<file path="src/rtl/rmc_pkg.sv">
`default_nettype none

package rmc_pkg;

   localparam int unsigned COUNT_WIDTH         = 33;
   localparam int unsigned DEFAULT_VALUE_WIDTH = 32;

   // operation codes of the shared arithmetic unit
   typedef enum logic [1:0] {
      OP_DIV = 2'd0,
      OP_MUL = 2'd1,
      OP_GCD = 2'd2
   } arith_op_type;

   typedef struct packed {
      logic         go;
      arith_op_type op;
   } arith_req_type;

endpackage

`default_nettype wire

</file>
<file path="src/rtl/rmc_arith.sv">
`default_nettype none

module rmc_arith #(
   parameter int unsigned VALUE_WIDTH = rmc_pkg::DEFAULT_VALUE_WIDTH
) (
   input  logic                      clock,
   input  logic                      reset,
   input  rmc_pkg::arith_req_type    arith_req,
   input  logic [VALUE_WIDTH-1:0]    oper_a,
   input  logic [VALUE_WIDTH-1:0]    oper_b,
   output logic                      arith_done,
   output logic [VALUE_WIDTH-1:0]    res_a,
   output logic [VALUE_WIDTH-1:0]    res_b
);
   import rmc_pkg::*;

   localparam int unsigned CNT_W = $clog2(VALUE_WIDTH + 1);
   localparam logic [CNT_W-1:0] CNT_ONE  = CNT_W'(1);
   localparam logic [CNT_W-1:0] CNT_FULL = CNT_W'(VALUE_WIDTH);

   typedef enum logic [5:0] {
      U_IDLE  = 6'b000001,
      U_DIV   = 6'b000010,
      U_MUL   = 6'b000100,
      U_GPRE  = 6'b001000,
      U_GCORE = 6'b010000,
      U_GPOST = 6'b100000
   } ustate_type;

   ustate_type             ustate_ff, ustate_in;
   logic [CNT_W-1:0]       cnt_ff, cnt_in;
   logic                   done_ff, done_in;
   logic [VALUE_WIDTH-1:0] acc_ff, acc_in;
   logic [VALUE_WIDTH-1:0] quo_ff, quo_in;
   logic [VALUE_WIDTH-1:0] opb_ff, opb_in;

   logic [VALUE_WIDTH:0]   add_x;
   logic [VALUE_WIDTH:0]   add_y;
   logic                   add_sub;
   logic [VALUE_WIDTH+1:0] add_sum;
   logic                   add_neg;

   // the one adder/subtractor shared by division, multiplication and gcd
   always_comb begin
      priority if (ustate_ff == U_DIV) begin
         add_x   = {acc_ff, quo_ff[VALUE_WIDTH-1]};
         add_y   = {1'b0, opb_ff};
         add_sub = 1'b1;
      end else if (ustate_ff == U_MUL) begin
         add_x   = {acc_ff, 1'b0};
         add_y   = quo_ff[VALUE_WIDTH-1] ? {1'b0, opb_ff} : '0;
         add_sub = 1'b0;
      end else begin
         add_x   = {1'b0, acc_ff};
         add_y   = {1'b0, quo_ff};
         add_sub = 1'b1;
      end
   end

   assign add_sum = {1'b0, add_x} + ({1'b0, add_y} ^ {(VALUE_WIDTH+2){add_sub}})
                    + (VALUE_WIDTH+2)'(add_sub);
   assign add_neg = add_sum[VALUE_WIDTH+1];

   always_comb begin
      ustate_in = ustate_ff;
      cnt_in    = cnt_ff;
      done_in   = 1'b0;
      acc_in    = acc_ff;
      quo_in    = quo_ff;
      opb_in    = opb_ff;
      unique case (ustate_ff)
         U_IDLE: begin
            if (arith_req.go) begin
               unique case (arith_req.op)
                  OP_DIV: begin
                     acc_in    = '0;
                     quo_in    = oper_a;
                     opb_in    = oper_b;
                     cnt_in    = CNT_FULL;
                     ustate_in = U_DIV;
                  end
                  OP_MUL: begin
                     acc_in    = '0;
                     quo_in    = oper_a;
                     opb_in    = oper_b;
                     cnt_in    = CNT_FULL;
                     ustate_in = U_MUL;
                  end
                  OP_GCD: begin
                     acc_in    = oper_a;
                     quo_in    = oper_b;
                     cnt_in    = '0;
                     ustate_in = U_GPRE;
                  end
                  default: ustate_in = U_IDLE;
               endcase
            end
         end
         U_DIV: begin
            // restore on borrow, one quotient bit a cycle
            acc_in = add_neg ? add_x[VALUE_WIDTH-1:0] : add_sum[VALUE_WIDTH-1:0];
            quo_in = {quo_ff[VALUE_WIDTH-2:0], ~add_neg};
            cnt_in = cnt_ff - CNT_ONE;
            if (cnt_ff == CNT_ONE) begin
               ustate_in = U_IDLE;
               done_in   = 1'b1;
            end
         end
         U_MUL: begin
            acc_in = add_sum[VALUE_WIDTH-1:0];
            quo_in = {quo_ff[VALUE_WIDTH-2:0], 1'b0};
            cnt_in = cnt_ff - CNT_ONE;
            if (cnt_ff == CNT_ONE) begin
               ustate_in = U_IDLE;
               done_in   = 1'b1;
            end
         end
         U_GPRE: begin
            // strip common factors of two, count them
            if (!acc_ff[0] && !quo_ff[0]) begin
               acc_in = {1'b0, acc_ff[VALUE_WIDTH-1:1]};
               quo_in = {1'b0, quo_ff[VALUE_WIDTH-1:1]};
               cnt_in = cnt_ff + CNT_ONE;
            end else begin
               ustate_in = U_GCORE;
            end
         end
         U_GCORE: begin
            priority if (acc_ff == '0) begin
               if (cnt_ff == '0) begin
                  ustate_in = U_IDLE;
                  done_in   = 1'b1;
               end else begin
                  ustate_in = U_GPOST;
               end
            end else if (!acc_ff[0]) begin
               acc_in = {1'b0, acc_ff[VALUE_WIDTH-1:1]};
            end else if (!quo_ff[0]) begin
               quo_in = {1'b0, quo_ff[VALUE_WIDTH-1:1]};
            end else if (add_neg) begin
               // keep the larger odd value in acc
               acc_in = quo_ff;
               quo_in = acc_ff;
            end else begin
               acc_in = {1'b0, add_sum[VALUE_WIDTH-1:1]};
            end
         end
         U_GPOST: begin
            // restore the common factors of two
            quo_in = {quo_ff[VALUE_WIDTH-2:0], 1'b0};
            cnt_in = cnt_ff - CNT_ONE;
            if (cnt_ff == CNT_ONE) begin
               ustate_in = U_IDLE;
               done_in   = 1'b1;
            end
         end
         default: ustate_in = U_IDLE;
      endcase
   end

   always_ff @(posedge clock) begin
      if (reset) begin
         ustate_ff <= U_IDLE;
         cnt_ff    <= '0;
         done_ff   <= 1'b0;
      end else begin
         ustate_ff <= ustate_in;
         cnt_ff    <= cnt_in;
         done_ff   <= done_in;
      end
   end

   always_ff @(posedge clock) begin
      acc_ff <= acc_in;
      quo_ff <= quo_in;
      opb_ff <= opb_in;
   end

   assign arith_done = done_ff;
   assign res_a      = acc_ff;
   assign res_b      = quo_ff;

`ifndef SYNTHESIS
   a_done_pulse: assert property (@(posedge clock) disable iff (reset)
      done_ff |=> !done_ff)
      else $error("arith done held longer than one cycle");

   a_go_when_idle: assert property (@(posedge clock) disable iff (reset)
      arith_req.go |-> ustate_ff == U_IDLE)
      else $error("arith operation issued while unit busy");

   a_gcd_operand_live: assert property (@(posedge clock) disable iff (reset)
      ustate_ff == U_GCORE |-> quo_ff != '0)
      else $error("gcd operand reached zero");

   a_step_count_live: assert property (@(posedge clock) disable iff (reset)
      (ustate_ff == U_DIV || ustate_ff == U_MUL || ustate_ff == U_GPOST)
      |-> cnt_ff != '0)
      else $error("step counter empty while iterating");
`endif

endmodule

`default_nettype wire

</file>
<file path="src/rtl/range_multiple_counter.sv">
`default_nettype none

// channel   ports                                           handshake
// request   req_range_low/high, req_divisor_first/second    start & !busy
// response  rsp_multiple_count                              rsp_valid, one cycle
//
// Every division, the multiply and the gcd run on one shared adder; the divisions
// and the multiply take one bit a cycle. A query ends early when a divisor is zero
// or the lcm exceeds the high bound. busy stays high from acceptance until the response
// beat. Synchronous active-high reset returns to idle; the receiver cannot stall.

module range_multiple_counter #(
   parameter int unsigned VALUE_WIDTH = rmc_pkg::DEFAULT_VALUE_WIDTH
) (
   input  logic                            clock,
   input  logic                            reset,
   input  logic                            start,
   output logic                            busy,
   input  logic [VALUE_WIDTH-1:0]          req_range_low,
   input  logic [VALUE_WIDTH-1:0]          req_range_high,
   input  logic [VALUE_WIDTH-1:0]          req_divisor_first,
   input  logic [VALUE_WIDTH-1:0]          req_divisor_second,
   output logic                            rsp_valid,
   output logic [rmc_pkg::COUNT_WIDTH-1:0] rsp_multiple_count
);
   import rmc_pkg::*;

   localparam int unsigned CNT_W = VALUE_WIDTH + 2;

   typedef enum logic [10:0] {
      C_IDLE  = 11'b000_0000_0001,
      C_D1_HI = 11'b000_0000_0010,
      C_D1_LO = 11'b000_0000_0100,
      C_D2_HI = 11'b000_0000_1000,
      C_D2_LO = 11'b000_0001_0000,
      C_GCD   = 11'b000_0010_0000,
      C_QUO   = 11'b000_0100_0000,
      C_MUL   = 11'b000_1000_0000,
      C_L_HI  = 11'b001_0000_0000,
      C_L_LO  = 11'b010_0000_0000,
      C_DONE  = 11'b100_0000_0000
   } cstate_type;

   cstate_type             cstate_ff, cstate_in;
   logic                   wait_ff, wait_in;
   logic [VALUE_WIDTH-1:0] lo_ff, lo_in;
   logic [VALUE_WIDTH-1:0] hi_ff, hi_in;
   logic [VALUE_WIDTH-1:0] d1_ff, d1_in;
   logic [VALUE_WIDTH-1:0] d2_ff, d2_in;
   logic [VALUE_WIDTH-1:0] top_ff, top_in;
   logic [VALUE_WIDTH-1:0] lcm_ff, lcm_in;
   logic [CNT_W-1:0]       count_ff, count_in;

   arith_req_type          arith_req;
   logic [VALUE_WIDTH-1:0] oper_a;
   logic [VALUE_WIDTH-1:0] oper_b;
   logic                   arith_done;
   logic [VALUE_WIDTH-1:0] res_a;
   logic [VALUE_WIDTH-1:0] res_b;
   logic                   arith_state;
   logic [VALUE_WIDTH:0]   term;

   rmc_arith #(
      .VALUE_WIDTH (VALUE_WIDTH)
   ) u_arith (
      .clock      (clock),
      .reset      (reset),
      .arith_req  (arith_req),
      .oper_a     (oper_a),
      .oper_b     (oper_b),
      .arith_done (arith_done),
      .res_a      (res_a),
      .res_b      (res_b)
   );

   assign arith_state = !(cstate_ff == C_IDLE || cstate_ff == C_DONE);

   // floor(hi/d) - ceil(lo/d) + 1; never negative since lo <= hi
   assign term = {1'b0, top_ff} - {1'b0, res_b}
                 + {{VALUE_WIDTH{1'b0}}, (res_a == '0)};

   always_comb begin
      arith_req.go = arith_state && !wait_ff;
      arith_req.op = OP_DIV;
      oper_a       = hi_ff;
      oper_b       = d1_ff;
      unique case (cstate_ff)
         C_D1_HI: begin
            oper_a = hi_ff;
            oper_b = d1_ff;
         end
         C_D1_LO: begin
            oper_a = lo_ff;
            oper_b = d1_ff;
         end
         C_D2_HI: begin
            oper_a = hi_ff;
            oper_b = d2_ff;
         end
         C_D2_LO: begin
            oper_a = lo_ff;
            oper_b = d2_ff;
         end
         C_GCD: begin
            arith_req.op = OP_GCD;
            oper_a       = d1_ff;
            oper_b       = d2_ff;
         end
         C_QUO: begin
            oper_a = d1_ff;
            oper_b = lcm_ff;
         end
         C_MUL: begin
            arith_req.op = OP_MUL;
            oper_a       = lcm_ff;
            oper_b       = d2_ff;
         end
         C_L_HI: begin
            oper_a = hi_ff;
            oper_b = lcm_ff;
         end
         C_L_LO: begin
            oper_a = lo_ff;
            oper_b = lcm_ff;
         end
         default: begin
            oper_a = hi_ff;
            oper_b = d1_ff;
         end
      endcase
   end

   always_comb begin
      cstate_in = cstate_ff;
      lo_in     = lo_ff;
      hi_in     = hi_ff;
      d1_in     = d1_ff;
      d2_in     = d2_ff;
      top_in    = top_ff;
      lcm_in    = lcm_ff;
      count_in  = count_ff;
      if (arith_req.go) begin
         wait_in = 1'b1;
      end else if (arith_done) begin
         wait_in = 1'b0;
      end else begin
         wait_in = wait_ff;
      end
      unique case (cstate_ff)
         C_IDLE: begin
            if (start) begin
               // order the bounds
               if (req_range_low > req_range_high) begin
                  lo_in = req_range_high;
                  hi_in = req_range_low;
               end else begin
                  lo_in = req_range_low;
                  hi_in = req_range_high;
               end
               d1_in    = req_divisor_first;
               d2_in    = req_divisor_second;
               count_in = '0;
               priority if (req_divisor_first != '0) begin
                  cstate_in = C_D1_HI;
               end else if (req_divisor_second != '0) begin
                  cstate_in = C_D2_HI;
               end else begin
                  cstate_in = C_DONE;
               end
            end
         end
         C_D1_HI: begin
            if (arith_done) begin
               top_in    = res_b;
               cstate_in = C_D1_LO;
            end
         end
         C_D1_LO: begin
            if (arith_done) begin
               count_in  = count_ff + {1'b0, term};
               cstate_in = (d2_ff != '0) ? C_D2_HI : C_DONE;
            end
         end
         C_D2_HI: begin
            if (arith_done) begin
               top_in    = res_b;
               cstate_in = C_D2_LO;
            end
         end
         C_D2_LO: begin
            if (arith_done) begin
               count_in  = count_ff + {1'b0, term};
               cstate_in = (d1_ff != '0) ? C_GCD : C_DONE;
            end
         end
         C_GCD: begin
            if (arith_done) begin
               lcm_in    = res_b;
               cstate_in = C_QUO;
            end
         end
         C_QUO: begin
            // top holds hi/d2 here: lcm above hi leaves only zero as a common multiple
            if (arith_done) begin
               if (res_b > top_ff) begin
                  count_in  = count_ff - CNT_W'(lo_ff == '0);
                  cstate_in = C_DONE;
               end else begin
                  lcm_in    = res_b;
                  cstate_in = C_MUL;
               end
            end
         end
         C_MUL: begin
            if (arith_done) begin
               lcm_in    = res_a;
               cstate_in = C_L_HI;
            end
         end
         C_L_HI: begin
            if (arith_done) begin
               top_in    = res_b;
               cstate_in = C_L_LO;
            end
         end
         C_L_LO: begin
            if (arith_done) begin
               count_in  = count_ff - {1'b0, term};
               cstate_in = C_DONE;
            end
         end
         C_DONE: cstate_in = C_IDLE;
         default: cstate_in = C_IDLE;
      endcase
   end

   always_ff @(posedge clock) begin
      if (reset) begin
         cstate_ff <= C_IDLE;
         wait_ff   <= 1'b0;
      end else begin
         cstate_ff <= cstate_in;
         wait_ff   <= wait_in;
      end
   end

   always_ff @(posedge clock) begin
      lo_ff    <= lo_in;
      hi_ff    <= hi_in;
      d1_ff    <= d1_in;
      d2_ff    <= d2_in;
      top_ff   <= top_in;
      lcm_ff   <= lcm_in;
      count_ff <= count_in;
   end

   assign busy               = (cstate_ff != C_IDLE);
   assign rsp_valid          = (cstate_ff == C_DONE);
   assign rsp_multiple_count = COUNT_WIDTH'(count_ff);

`ifndef SYNTHESIS
   a_busy_after_accept: assert property (@(posedge clock) disable iff (reset)
      (start && !busy) |=> busy)
      else $error("accepted beat did not raise busy");

   a_rsp_single: assert property (@(posedge clock) disable iff (reset)
      rsp_valid |=> !rsp_valid)
      else $error("response beat repeated");

   a_go_single: assert property (@(posedge clock) disable iff (reset)
      arith_req.go |=> !arith_req.go)
      else $error("arith operation issued twice");
`endif

endmodule

`default_nettype wire

</file>
<file path="config.mk">
export PLATFORM = sky130hd
export DESIGN_NAME = range_multiple_counter
export DESIGN_NICKNAME = d
export VERILOG_FILES = /design/src/rtl/rmc_pkg.sv /design/src/rtl/rmc_arith.sv /design/src/rtl/range_multiple_counter.sv
export SDC_FILE = /design/constraint.sdc
export NUM_CORES = 1
export LEC_CHECK = 0
export BUFFER_PORTS_ARGS = -buffer_cell sky130_fd_sc_hd__buf_2
export CORE_MARGIN = 5
export CORE_UTILIZATION = 40
export CTS_CLUSTER_SIZE = 24
export DETAILED_ROUTE_END_ITERATION = 8
export HOLD_SLACK_MARGIN = 0.1
export PLACE_DENSITY_LB_ADDON = 0.12
export SETUP_SLACK_MARGIN = 0.5
export SYNTH_ARGS = -nofsm -noshare
export SYNTH_HDL_FRONTEND = slang
export SYNTH_SLANG_ARGS = --single-unit
</file>
<file path="constraint.sdc">
create_clock -name clock -period 18.2 [get_ports clock]
set_clock_uncertainty 0.15 [all_clocks]
set_input_delay 3.64 -clock clock [delete_from_list [all_inputs] [get_ports clock]]
set_output_delay 3.64 -clock clock [all_outputs]
set_load 0.03 [all_outputs]
</file>
* Yosys cells after proc, flatten, opt, wreduce, memory -nomap -nowiden *
Cells that the tools add are included.

storage, ports and cells
  flip-flop bits (word level) = 347
  input bits = 131
  output and inout bits = 35
  logic and storage cells = 189

cells by class
  add/subtract/negate cells = 9
  order comparisons = 2
  equal/unequal tests = 44
  muxes and demuxes = 73
  bitwise operators = 2
  reductions and logical operators = 42

operators with widths
  kind                                           number
  two-way mux 32 bit                             20
  case mux 32 bit (5 select lines)               2
  case mux 32 bit (2 select lines)               3
  case mux 32 bit (3 select lines)               2
  two-way mux 34 bit                             5
  two-way mux 11 bit                             15
  case mux 34 bit (4 select lines)               1
  two-way mux 33 bit                             4
  nonzero test 32 bit                            4
  case mux 11 bit (10 select lines)              1
  greater-than comparator 32 bit                 2
  zero test 32 bit                               2
  two-way mux 6 bit                              7
  adder 33 x 34 -> 34 bit                        1
  adder 34 x 1 -> 34 bit                         1
  adder 34 x 33 -> 34 bit                        1
  subtractor 34 x 1 -> 34 bit                    1
  subtractor 34 x 33 -> 34 bit                   1
  XOR 33 x 34 -> 34 bit                          1
  adder 33 x 1 -> 33 bit                         1
  subtractor 32 x 32 -> 33 bit                   1
  != test 2 x 1 -> 1 bit, second input constant  13
  case mux 6 bit (4 select lines)                1
  case mux 6 bit (3 select lines)                1
  49 further kinds                               81

* Depth between registers and ports, before layout *
Gate-level depths: netlist of the first run.

  word-level depth = 11
  gate-level depth with buffers = 31
  mapped depth without buffers = 30

* Cells and area by module *
Synthesis of the first run repeated with hierarchy kept, for this count alone.

unflattened totals
  cells, all modules = 2782
  area, all modules = 26061.2 um^2

modules (own cells, without submodules)
  module                  times used  cells an instance  area an instance (um^2)  sequential area each (um^2)
  range_multiple_counter  1           1722               16872.4                  6996.7
  rmc_arith               1           1060               9188.8                   3143.0

* Least setup slack after synthesis of the first run *
OpenSTA, ideal clock, no wires.

  path kind = input -> register
  start point = input port start
  end point = register count_ff[0], enable pin
  setup time = 443 ps
  arrival = 8571 ps
  required time = 17607 ps
  setup slack = 9036 ps
  stages on the path = 3
  buffers on the path = 0
  cells stage by stage = and2_1 -> nor2_1 -> a31oi_1

on the way
  longest elaborated chain between the ends = 2

ends and longest elaborated chain
  item                           line                           RTL
  start, declared                range_multiple_counter.sv:17   input logic start,
  != test 2 bit (no line)        n/a
  AND reduction 6 bit (no line)  n/a
  end signal, assigned           range_multiple_counter.sv:254  count_ff <= count_in;
  end, declared                  range_multiple_counter.sv:52   logic [CNT_W-1:0] count_ff, count_in;

Every way passes these cells.
A chain may end at the register's enable or synchronous reset.

* Worst setup path after layout of the first run *
  start point = register u_arith.acc_ff[27], in the netlist u_arith.res_a[27]
  end point = register count_ff[29] (data pin)

on the way
  longest elaborated chain between the ends = 5
  elaborated cells on any way between the ends = 7
  those cells by class = 3 x add/sub; 3 x mux; 1 x reduce/logical

ends and longest elaborated chain
  item                                                                     line                                                                                         RTL
  start, declared                                                          rmc_arith.sv:33                                                                              logic [VALUE_WIDTH-1:0] acc_ff, acc_in;
  start signal, assigned                                                   rmc_arith.sv:174                                                                             acc_ff <= acc_in;
  zero test 32 bit (*)                                                     range_multiple_counter.sv:80                                                                 + {{VALUE_WIDTH{1'b0}}, (res_a == '0)};
  adder 33 x 1 -> 33 bit (*)                                               range_multiple_counter.sv:80
  subtractor 34 x 33 -> 34 bit or adder 34 x 33 -> 34 bit (tied branches)  range_multiple_counter.sv:228, range_multiple_counter.sv:180, range_multiple_counter.sv:192
  two-way mux 34 bit (on tied branches)                                    range_multiple_counter.sv:227, range_multiple_counter.sv:179, range_multiple_counter.sv:191
  case mux 34 bit (4 select lines) (*)                                     range_multiple_counter.sv:149                                                                unique case (cstate_ff)

Mark *: on every way between the ends. The rest lies on a longest branch, timed or not. The select of a mux whose other input is x is not followed.

==> results.json, run 1 <==
{
  "drt-vias-per-instance": 6.16,
  "outcome": "finished clean",
  "dominantRegCellSynth": "sky130_fd_sc_hd__edfxtp_1",
  "cell_leakage_power_nw": 11.4,
  "hold_start": "wait_ff$_SDFFE_PP0P_",
  "core_area_um2": 64100,
  "post_dp_hpwl_um": 68500,
  "n_fill_cell": 6206,
  "floorplan.io_pins": 166,
  "cts_htree_levels": 2,
  "num-nets-final": 3172,
  "report.final.setup_viol": 0,
  "start_util_pct": 40.2,
  "crit_path_top_delay_cell": "sky130_fd_sc_hd__a2111oi_2",
  "critical_path.max_fanout": 7,
  "cts.sink_count": 346,
  "holdWs_ns": 0.303,
  "detail_route.drc_violations": 0,
  "cp.required_ns": 18.37,
  "grt_pass1_vias": 22500,
  "fmax_mhz": 129,
  "crit_buf_inv": 2,
  "postSynth.asyncResetShare_pct": 0,
  "drt-met1-wl_um": 38200,
  "number_of_flip_flops_in_the_largest_register": 33,
  "num_rows": 93,
  "max_slew_violation_total_from_the_final_report": 0,
  "path_delay_family": "simple AND/OR/NAND/NOR gates",
  "ctsResizeCount": 0,
  "synth_edf_count": 321,
  "antenna_found_initial": 1,
  "worst-setup-path-type": "reg2reg",
  "via_count": 23000,
  "final_critical_path_setup_slack_ns": 10.47,
  "synth_sequential_area_ratio_pct": 39.3,
  "yosys_register_bits": 346,
  "hold_viol": 0,
  "synth.cell_area_um2": 25800,
  "post_synth_num_cell_types": 92,
  "placed_cell_area_um2": 27500,
  "reg2regPathDepth": 27,
  "routability_driven_placement_congestion_ratio": 0.964,
  "register_to_register_setup_slack_ns": 10.47,
  "dp_worst_setup_slack_ns": 10.45,
  "clock_insertion_delay_worst_skew_ns": 0.59,
  "synth_warnings": 0,
  "cts-root-buf": "sky130_fd_sc_hd__clkbuf_16",
  "area_growth_pct": 12.0,
  "hold_path_depth": 2,
  "finalCritPeriodShare_pct": 42.5,
  "initial_drc_count": 2453,
  "reg2reg_to": "count_ff[29]$_SDFFCE_PN0P_",
  "io_buffers": 165,
  "post_layout_nonfiller_instances": 3731,
  "met3_length_um": 6990,
  "drt-wirelength-per-cell_um": 24.2,
  "syn_nets": 3076,
  "holdPathEnd": "wait_ff$_SDFFE_PP0P_",
  "grt_max_degree": 78,
  "endpoint_kind": "flip-flop",
  "floorplan.die_area_um2": 69600,
  "met2RoutedLength_um": 42400,
  "finalSetupTns_ns": 0,
  "max_slew_headroom_pct": 20.6,
  "vdd_ir_drop_max_v": 0.000105,
  "post_cts.repair.setup_buffers": 0,
  "final_area_um2": 28900,
  "route.antenna.remaining_nets": 0,
  "hold_path.class": "reg2reg",
  "grt_pass1_wl_um": 136000,
  "grt_util_all_layers_pct": 24.7,
  "transition_time_at_the_pin_with_the_least_slew_margin_ns": 1.16,
  "cts_buffers": 44,
  "die_x_um": 264,
  "rsz0062_at_grt": "false",
  "die_height_um": 264,
  "finalCriticalPeriod_ns": 7.73,
  "clk_pin_slew_worst_paths_ns": 0.06,
  "cp_data_arrival_time_ns": 7.91,
  "tritoncts_clock_tree": "done",
  "worstSetupStartpointType": "flip-flop",
  "power_density_nw_per_um2": 215,
  "hold_fix_buffers_at_cts": 0,
  "postSynthCellCount": 2746,
  "clk_path_buf_depth": 3,
  "dp_cells": 3651,
  "drt_pass1_iterations": 9,
  "synthesis.area_per_instance_um2": 9.39,
  "top_register": "count_ff",
  "overflow": 0,
  "post_detailed_routing_wire_length_um": 90300,
  "layout-drive-gt1-share_pct": 14.2,
  "r2r-start": "u_arith.res_a[27]$_DFFE_PP_",
  "route.top_layer_used": "met5",
  "max_cap_viol_count": 0,
  "worst_path_largest_cell_delay_ns": 0.56
}
## cell usage after synthesis, types with 21 or more instances
library cell / instances / area [µm²]
sky130_fd_sc_hd__nand2_1: 324 / 1220
sky130_fd_sc_hd__edfxtp_1: 321 / 9640
sky130_fd_sc_hd__a21oi_1: 208 / 1040
sky130_fd_sc_hd__nor2_1: 207 / 777
sky130_fd_sc_hd__ha_1: 196 / 2450
sky130_fd_sc_hd__o21ai_0: 167 / 836
sky130_fd_sc_hd__inv_1: 138 / 518
sky130_fd_sc_hd__clkbuf_1: 123 / 462
sky130_fd_sc_hd__mux2_2: 95 / 1070
sky130_fd_sc_hd__a222oi_1: 75 / 751
sky130_fd_sc_hd__a21o_1: 69 / 518
sky130_fd_sc_hd__xnor2_1: 61 / 534
sky130_fd_sc_hd__nor4_1: 56 / 350
sky130_fd_sc_hd__nand3_1: 47 / 235
sky130_fd_sc_hd__a22oi_1: 45 / 338
sky130_fd_sc_hd__nor3_1: 45 / 225
sky130_fd_sc_hd__nand4_1: 43 / 269
sky130_fd_sc_hd__xor2_1: 41 / 359
sky130_fd_sc_hd__o21a_1: 30 / 225
sky130_fd_sc_hd__a32o_1: 28 / 280
sky130_fd_sc_hd__o221ai_1: 28 / 245
sky130_fd_sc_hd__dfxtp_1: 25 / 500
sky130_fd_sc_hd__a211oi_1: 21 / 158
sky130_fd_sc_hd__a31oi_1: 21 / 131
sky130_fd_sc_hd__o211ai_1: 21 / 158
## tightest hold or removal path, stage by stage, from the launching register on
cell and delay (ns):
sky130_fd_sc_hd__dfxtp_1 0.30, sky130_fd_sc_hd__nand2_1 0.05, sky130_fd_sc_hd__a21oi_1 0.05
## routing by layer
metal,global-route usage (%),vias up
met3,4.19,150
met2,41.2,1002
met1,33.1,11100
met4,7.17,2
li1,-,10700
met5,0,-
## cell families (layout without fill, tap and decap cells)
kind of cell,after synthesis,count (layout),share of synthesized area [%]
XOR/XNOR,102,102,3.47
adder cells (fa/ha/maj),199,199,9.75
other,0,2,0
AO/OA/AOI/OAI,841,841,22.6
AND/OR/NAND/NOR,870,870,16.1
multiplexers,102,102,4.42
flip-flops,346,346,39.3
buffers and inverters,286,414,4.32
## power breakdown
group / switching (mW) / total [mW] / internal (mW)
clock: 0.360 / 0.859 / 0.498
combinational: 2.45 / 3.84 / 1.39
sequential: 0.301 / 1.51 / 1.21
## per-stage QoR
step / power [mW] / utilization, %
final: 6.22 / 45.0
after global routing: 6.64 / 45.0
after CTS: 6.17 / 45.0
after detailed placement: 5.28 / 42.8
after global placement: 5.25 / 42.8
after floorplan: 4.19 / -
## how the worst max path moves through the flow
stage / slack [ns] / from / depth (start not counted) / to
2_1_floorplan: 9.04 / start / 3 / count_ff[0]$_SDFFCE_PN0P_
3_3_place_gp: 10.57 / u_arith.res_a[5]$_DFFE_PP_ / 27 / count_ff[29]$_SDFFCE_PN0P_
3_5_place_dp: 10.45 / u_arith.res_a[27]$_DFFE_PP_ / 27 / count_ff[29]$_SDFFCE_PN0P_
4_1_cts: 10.45 / u_arith.res_a[27]$_DFFE_PP_ / 27 / count_ff[29]$_SDFFCE_PN0P_
5_1_grt: 9.85 / u_arith.res_a[27]$_DFFE_PP_ / 27 / count_ff[31]$_SDFFCE_PN0P_
6_report: 10.47 / u_arith.res_a[27]$_DFFE_PP_ / 27 / count_ff[29]$_SDFFCE_PN0P_
## final cells by class
class                      count  area [µm²]  share of cell area [%]
clock buffer                  55        1160                    4.03
tap                          855        1070                    3.71
antenna                        2        5.00                  0.0173
sequential                   346       10100                    35.1
timing repair buffer         198        1070                    3.72
inverter                     138         518                    1.80
clock inverter                23         233                   0.807
multi-input combinational   2114       14700                    50.8
## layout by cell type, fill, tap and decap left out, types with 9 or more instances in the layout
cell type,count
sky130_fd_sc_hd__a211o_1,12
sky130_fd_sc_hd__a211oi_1,21
sky130_fd_sc_hd__a21o_1,69
sky130_fd_sc_hd__a21oi_1,208
sky130_fd_sc_hd__a221oi_1,11
sky130_fd_sc_hd__a222oi_1,75
sky130_fd_sc_hd__a22oi_1,45
sky130_fd_sc_hd__a31oi_1,19
sky130_fd_sc_hd__a32o_1,28
sky130_fd_sc_hd__and2_1,12
sky130_fd_sc_hd__and3_1,16
sky130_fd_sc_hd__buf_2,165
sky130_fd_sc_hd__buf_4,33
sky130_fd_sc_hd__clkbuf_1,10
sky130_fd_sc_hd__clkbuf_16,45
sky130_fd_sc_hd__dfxtp_1,25
sky130_fd_sc_hd__edfxtp_1,321
sky130_fd_sc_hd__ha_1,196
sky130_fd_sc_hd__inv_1,138
sky130_fd_sc_hd__mux2_2,95
sky130_fd_sc_hd__nand2_1,324
sky130_fd_sc_hd__nand2b_1,20
sky130_fd_sc_hd__nand3_1,47
sky130_fd_sc_hd__nand4_1,43
sky130_fd_sc_hd__nor2_1,204
sky130_fd_sc_hd__nor2b_1,18
sky130_fd_sc_hd__nor3_1,43
sky130_fd_sc_hd__nor3b_1,9
sky130_fd_sc_hd__nor4_1,55
sky130_fd_sc_hd__o211ai_1,21
sky130_fd_sc_hd__o21a_1,30
sky130_fd_sc_hd__o21ai_0,165
sky130_fd_sc_hd__o21bai_1,15
sky130_fd_sc_hd__o221ai_1,28
sky130_fd_sc_hd__o31ai_1,13
sky130_fd_sc_hd__or3_1,13
sky130_fd_sc_hd__or4_1,9
sky130_fd_sc_hd__xnor2_1,59
sky130_fd_sc_hd__xor2_1,41
(Power assumes the default switching activity.)
==> run 2: changes to the inputs <==
- clock period: 18.2 -> 6.58 ns (I/O delays scaled with it)
==> run 2 against run 1 <==
Compared with the run above: combinational power rose to 3.5 times the previous value; sequential share of layout area down 2.5 points; largest power group unchanged; global-route usage up 0.46 points; the flow now finishes with violations (negative setup slack); critical endpoint unchanged; first-iteration DRC count is 9.1% higher; sequential cell count stayed put; die area did not move; final cell count rose by 4.5%.
==> results.json, run 2 (same netlist as run 1, synthesis figures left out) <==
{
  "outcome": "finished, violations left",
  "failed_checks": "negative setup slack",
  "reg2regPathDepth": 28,
  "antenna_found_initial": 5,
  "core_area_um2": 64100,
  "cp.required_ns": 6.75,
  "finalCritPeriodShare_pct": 102,
  "hold_start": "wait_ff$_SDFFE_PP0P_",
  "grt_util_all_layers_pct": 25.1,
  "grt_pass1_vias": 23200,
  "transition_time_at_the_pin_with_the_least_slew_margin_ns": 1.15,
  "cp-endpoint": "count_ff[29]$_SDFFCE_PN0P_",
  "hold_path.class": "reg2reg",
  "clk_pin_slew_worst_paths_ns": 0.06,
  "post_dp_hpwl_um": 70100,
  "area_growth_pct": 20.4,
  "crit_path_top_delay_cell": "sky130_fd_sc_hd__or4_4",
  "clock_insertion_delay_worst_skew_ns": 0.59,
  "clk_path_buf_depth": 3,
  "dp_cells": 3785,
  "holdWs_ns": 0.304,
  "commonest_cells_after_routing_fill_and_taps_aside": "321 x sky130_fd_sc_hd__edfxtp_1, 318 x sky130_fd_sc_hd__nand2_1, 200 x sky130_fd_sc_hd__nor2_1, 196 x sky130_fd_sc_hd__a21oi_1, 185 x sky130_fd_sc_hd__ha_1",
  "power_density_nw_per_um2": 638,
  "cts-root-buf": "sky130_fd_sc_hd__clkbuf_16",
  "hold_fix_buffers_at_cts": 0,
  "fmax_mhz": 149,
  "max_slew_violation_total_from_the_final_report": 0,
  "rsz0062_at_grt": "true",
  "finalCriticalPeriod_ns": 6.72,
  "worst_path_largest_cell_delay_ns": 0.59,
  "tritoncts_clock_tree": "done",
  "drt_pass1_iterations": 9,
  "finalSetupTns_ns": -0.616,
  "number_of_flip_flops_in_the_largest_register": 33,
  "register_to_register_setup_slack_ns": -0.14,
  "worstSetupStartpointType": "flip-flop",
  "die_height_um": 264,
  "drt-wirelength-per-cell_um": 23.7,
  "critical_path.max_fanout": 5,
  "routability_driven_placement_congestion_ratio": 0.955,
  "cts_htree_levels": 2,
  "floorplan.die_area_um2": 69600,
  "report.final.setup_viol": 6,
  "max_slew_headroom_pct": 23.1,
  "post_layout_nonfiller_instances": 3899,
  "layout.cells.most_common": "sky130_fd_sc_hd__edfxtp_1",
  "cts_buffers": 42,
  "hold_viol": 0,
  "layout-drive-gt1-share_pct": 22.3,
  "grt_max_degree": 96,
  "num-nets-final": 3338,
  "reg2reg_to": "count_ff[29]$_SDFFCE_PN0P_",
  "post_detailed_routing_wire_length_um": 92400,
  "cts.sink_count": 346,
  "final_critical_path_setup_slack_ns": -0.140,
  "io_buffers": 165,
  "worst-setup-path-type": "reg2reg",
  "initial_drc_count": 2675,
  "detail_route.drc_violations": 0,
  "cp_data_arrival_time_ns": 6.89,
  "vdd_ir_drop_max_v": 0.000326,
  "route.antenna.remaining_nets": 0,
  "endpoint_kind": "flip-flop",
  "floorplan.io_pins": 166,
  "drt-vias-per-instance": 6.07,
  "num_rows": 93,
  "r2r-start": "u_arith.res_a[28]$_DFFE_PP_",
  "overflow": 0,
  "n_fill_cell": 6035,
  "worst_path_most_repeated_cell": "sky130_fd_sc_hd__ha_4",
  "start_util_pct": 40.2,
  "grt_pass1_wl_um": 139000,
  "top_register": "count_ff",
  "cell_leakage_power_nw": 12.4,
  "die_x_um": 264,
  "max_cap_viol_count": 0,
  "via_count": 23700,
  "crit_path_start": "u_arith.res_a[28]$_DFFE_PP_"
}
[run 2: cell types whose count changed in the layout (fill, tap and decap cells not counted), sizes merged]
cell	previous run	this run
buf	198	366
clkinvlp	1	2
clkbuf	55	56
clkinv	17	15
bufinv	3	5
inv	140	138
[run 2: power breakdown]
group	total (mW)	internal, mW	switching, mW
Clock	2.47	1.47	1.00
Combinational	13.4	5.54	7.87
Sequential	3.91	3.35	0.562
Total	19.8	10.4	9.43
[run 2: worst max-delay path: cells and delay by family, from the launching register on]
kind | cells | cell delay, ns
AND/OR/NAND/NOR | 12 | 2.30
AO/OA/AOI/OAI | 6 | 1.85
adder cells (fa/ha/maj) | 4 | 1.07
XOR/XNOR | 3 | 0.46
flip-flops | 1 | 0.43
buffers and inverters | 3 | 0.23
[run 2: worst min-delay path by stage]
stage	endpoint	slack, ns	cells past startpoint
finish	wait_ff$_SDFFE_PP0P_	0.30	2
global route	wait_ff$_SDFFE_PP0P_	0.32	2
floorplan	wait_ff$_SDFFE_PP0P_	0.28	2
CTS	wait_ff$_SDFFE_PP0P_	0.30	2
global placement	wait_ff$_SDFFE_PP0P_	0.29	2
detailed placement	wait_ff$_SDFFE_PP0P_	0.30	2
[run 2: cell type report]
class	instances	area [µm²]	area share, %
Inverter	138	518	1.67
Sequential cell	346	10100	32.7
Tap cell	855	1070	3.45
Multi-Input combinational cell	2114	15400	49.6
Antenna cell	2	5.00	0.0161
Timing Repair Buffer	366	2440	7.87
Clock buffer	56	1170	3.79
Clock inverter	22	294	0.948
[run 2: layer usage]
metal	vias to the layer above	GRT usage, %	wire, µm
met5	-	0	22
met2	1063	41.9	43300
met4	4	9.26	3690
li1	11100	-	-
met1	11400	33.0	38300
met3	184	4.39	7160
[run 2: what timing repair did]
item,4_1_cts,5_1_grt
pin swaps,36,37
setup buffers,21,13
gates resized for setup,77,53
gates cloned,0,0
setup endpoints to repair,53,51
[run 2: stage by stage]
stage	cell area [µm²]	total power, mW	util [%]	worst slack, ns
after global placement	28600	15.6	44.7	-0.296
final	31000	19.8	48.4	-0.140
after detailed placement	28600	15.7	44.7	-0.376
after floorplan	25900	11.7	-	0.414
after global routing	31000	21.0	48.4	-0.378
after CTS	30700	19.0	47.9	-0.0456
